$ cat src/rtl/core/ils_pkg.sv
// Shared types, codes and sizing helpers for the indexed list store.
// No dependencies; used by every module in rtl/core.
`default_nettype none

package ils_pkg;

  localparam int DATA_W       = 32;
  localparam int OP_W         = 3;
  localparam int POS_W        = 9;
  localparam int STATUS_W     = 2;
  localparam int COUNT_OUT_W  = 9;
  localparam int IN_TDATA_W   = 48;
  localparam int OUT_TDATA_W  = 48;

  localparam int CAPACITY_DEF = 256;
  localparam int CAPACITY_MAX = 4096;
  localparam int CTRL_POS_W   = $clog2(CAPACITY_MAX + 1);

  localparam int TREE_RADIX   = 16;
  localparam int TREE_SHIFT   = 4;

  localparam logic [OP_W-1:0] OP_READ   = 3'd0;
  localparam logic [OP_W-1:0] OP_FRONT  = 3'd1;
  localparam logic [OP_W-1:0] OP_BACK   = 3'd2;
  localparam logic [OP_W-1:0] OP_AT     = 3'd3;
  localparam logic [OP_W-1:0] OP_DELETE = 3'd4;

  localparam logic [STATUS_W-1:0] ST_DONE  = 2'd0;
  localparam logic [STATUS_W-1:0] ST_RANGE = 2'd1;
  localparam logic [STATUS_W-1:0] ST_FULL  = 2'd2;

  typedef struct packed {
    logic                  ins;
    logic                  del;
    logic                  rd;
    logic [CTRL_POS_W-1:0] pos;
    logic [DATA_W-1:0]     value;
  } ils_ctrl_t;

  function automatic int level_nodes(input int n, input int lvl);
    int m;
    m = n;
    for (int i = 0; i < lvl; i++) begin
      m = (m + TREE_RADIX - 1) >> TREE_SHIFT;
    end
    return m;
  endfunction

  function automatic int tree_levels(input int n);
    int m;
    int lv;
    m  = n;
    lv = 0;
    while (m > 1) begin
      m  = (m + TREE_RADIX - 1) >> TREE_SHIFT;
      lv = lv + 1;
    end
    return (lv < 1) ? 1 : lv;
  endfunction

endpackage

`default_nettype wire

$ cat src/rtl/core/ils_cell.sv
// One storage cell of the entry chain: holds one entry, shifts with its neighbours.
// Depends on ils_pkg.
`default_nettype none

module ils_cell #(
  parameter int IDX = 0
) (
  input  wire logic                      clk,
  input  wire ils_pkg::ils_ctrl_t        ctrl,
  input  wire logic [ils_pkg::DATA_W-1:0] left,
  input  wire logic [ils_pkg::DATA_W-1:0] right,
  output logic      [ils_pkg::DATA_W-1:0] entry,
  output logic      [ils_pkg::DATA_W-1:0] hit
);
  import ils_pkg::*;

  localparam logic [CTRL_POS_W-1:0] ME = CTRL_POS_W'(IDX);

  always_ff @(posedge clk) begin
    if (ctrl.ins) begin
      if (ctrl.pos == ME) begin
        entry <= ctrl.value;
      end else if (ctrl.pos < ME) begin
        entry <= left;
      end
    end else if (ctrl.del) begin
      if (ctrl.pos <= ME) begin
        entry <= right;
      end
    end
    if (ctrl.rd) begin
      hit <= (ctrl.pos == ME) ? entry : '0;
    end
  end

endmodule

`default_nettype wire

$ cat config.mk
export PLATFORM = sky130hd
export DESIGN_NAME = ils_cell
export DESIGN_NICKNAME = d
export VERILOG_FILES = /design/src/rtl/core/ils_pkg.sv /design/src/rtl/core/ils_cell.sv
export SDC_FILE = /design/constraint.sdc
export NUM_CORES = 1
export LEC_CHECK = 0
export ABC_AREA = 1
export BUFFER_PORTS_ARGS = -buffer_cell sky130_fd_sc_hd__buf_2
export CELL_PAD_IN_SITES_DETAIL_PLACEMENT = 1
export CELL_PAD_IN_SITES_GLOBAL_PLACEMENT = 1
export CORE_AREA = 2 2 93 104
export CTS_CLUSTER_SIZE = 12
export DETAILED_ROUTE_END_ITERATION = 7
export DIE_AREA = 0 0 95 106
export PLACE_DENSITY_LB_ADDON = 0.1
export SLEW_MARGIN = 20
export SYNTH_ARGS = -nofsm -noshare
export SYNTH_HDL_FRONTEND = slang
export SYNTH_SLANG_ARGS = --single-unit
$ cat constraint.sdc
create_clock -name clk -period 2.85 [get_ports clk]
set_input_delay 0.285 -clock clk [delete_from_list [all_inputs] [get_ports clk]]
set_output_delay 0.285 -clock clk [all_outputs]
set_load 0.02 [all_outputs]
==> reports/metrics.cfg <==
[timing]
worst_pin_slew_ns=0.745
timing.final.crit_share=0.529
slew_viol_final=0
worst_slew_margin_rel=0.504
hold_slack_ns=0.245
tns_ns=0
hold_viol=0
finClkSkew_ns=0.00909
setup_violations=0
fmax_mhz=663
rsz0062_at_grt=false
min_period_ns=1.51

[logic_synthesis]
syn-num-nets=295
netlist_instances=182
synthesis.area_um2=2720
synth_warnings=0
ys_seq_area_frac=0.706
ys_types=11
postSynthAreaPerCell_um2=15.0
ys_seq_elements=64

[power]
p_per_area_nw_per_um2=501
ir_worst_vdd_mv=0.226
leakage_nw=1.70
power_mw=1.87

[final_layout]
nets=446
diodes=0
layout_commonest_cell=buf_2
n_fill_cell=1037
final_core_util=0.410
syn2layout_area_growth_pct=37.2
drive_gt1_frac=0.669
postLayoutCellArea_um2=3740
layout_common_cells=buf_2, edfxtp_1, inv_1

[global_route]
grt_pass1_wl_um=9630
grt_max_degree=33
grt_pass1_vias=1958
grt_antenna_before_repair=0
grt_usage=0.129
grt-ovfl-total=0

[outcome]
status=finished clean

[clocking]
tritoncts.num_buffers=9
cts_htree_levels=3
ctsHoldBuffers=0
clockRootBuffer=clkbuf_8
cts.sinks=64
cts.repair.resized=0
cts_tree=built
postCtsSetupBuffers=0
clkTransAtPathRegs_ns=0.08
cts_buffer_depth=2
worstSkewPairLatency_ns=0.34

[route]
drt_iter0_markers=43
wl_um=6070
route.detailed.drc=0
post_drt_via_cell_ratio=4.15
vias=1886
dr.pass1.iters=4
ant_nets=0
wl_per_cell_um=13.3

[worst_hold_path]
hold_class=in2reg

[floorplan]
num_rows=37
dieArea_um2=10100
fp.coreArea_um2=9120
start_util=0.299
ios=177
die_w_um=95
die_h_um=106

[worst_setup_path]
endpoint_kind=flip-flop
crit_path_start_kind=input port
path_max_fanout=20
worstPathRequired_ns=2.86
arrival_ns=1.52
crit_type=in2reg

[run]
maxCapViolCount=0

[placement]
dpl_cell_area_um2=3560
port_buffers=144
gp_congestion=0.691
hpwlAfterDp_um=4580

[where the power goes]
part / switching (mW) / internal, mW / leakage, nW
registers: 0.00256 / 1.05 / 0.631
clock network: 0.363 / 0.313 / 0.0772
logic: 0.0641 / 0.0800 / 0.996
total: 0.430 / 1.44 / 1.70
[routing by layer]
layer	track usage	wire [µm]	vias up
met5	0	0	-
met4	0.0652	136	0
met3	0.0425	456	10
met2	0.224	3150	75
met1	0.139	2340	893
li1	-	-	908
[area by class of cell]
class                   count  area (µm²)  area share
clock buffers               9         124      0.0332
clock inverters             7        48.8      0.0131
inverters                  33         124      0.0332
multi-input cells          78         628       0.168
flip-flops and latches     64        1920       0.514
well taps                 117         146      0.0392
repair buffers            147         743       0.199
[worst max-delay path, cell delays in order]
cell and delay (ns):
buf_2 0.09, or2_1 0.21, nor2_1 0.14, nand2_2 0.09, nor2_4 0.32, buf_4 0.37
[per-stage QoR]
step	instances	setup slack [ns]
4_1_cts	455	1.30
5_1_grt	455	1.22
3_3_place_gp	439	0.971
3_5_place_dp	439	0.942
6_report	455	1.34
2_1_floorplan	182	0.716
[cell families after synthesis]
| family | synth area share |
|---|---|
| simple gates | 0.0965 |
| mux | 0.132 |
| flops | 0.706 |
| buf+inv | 0.0653 |
[synthesized netlist by cell type]
cell      instances  area share
nand2_2           1      0.0023
edfxtp_1         64        0.71
nand2_1           3      0.0041
buf_2             4      0.0074
buf_6             3       0.012
nor2_2           28       0.064
or2_1             1      0.0023
mux2_2           32        0.13
inv_1            33       0.045
nor2_4            2      0.0083
nor2_1           11       0.015
[worst paths after layout]
kind / startpoint / endpoint / slack [ns] / cells past startpoint
max: ctrl[33] / entry[10] / 1.34 / 6
min: ctrl[23] / entry[23] / 0.24 / 2
max reg2reg: entry[29] / hit[29] / 2.05 / 2
min reg2reg: entry[25] / hit[25] / 0.58 / 2
[registers in the layout (all words and copies together), names as in the netlist]
signal and count:
entry 32, hit 32
No activity file was read; power rests on OpenSTA's default activity.
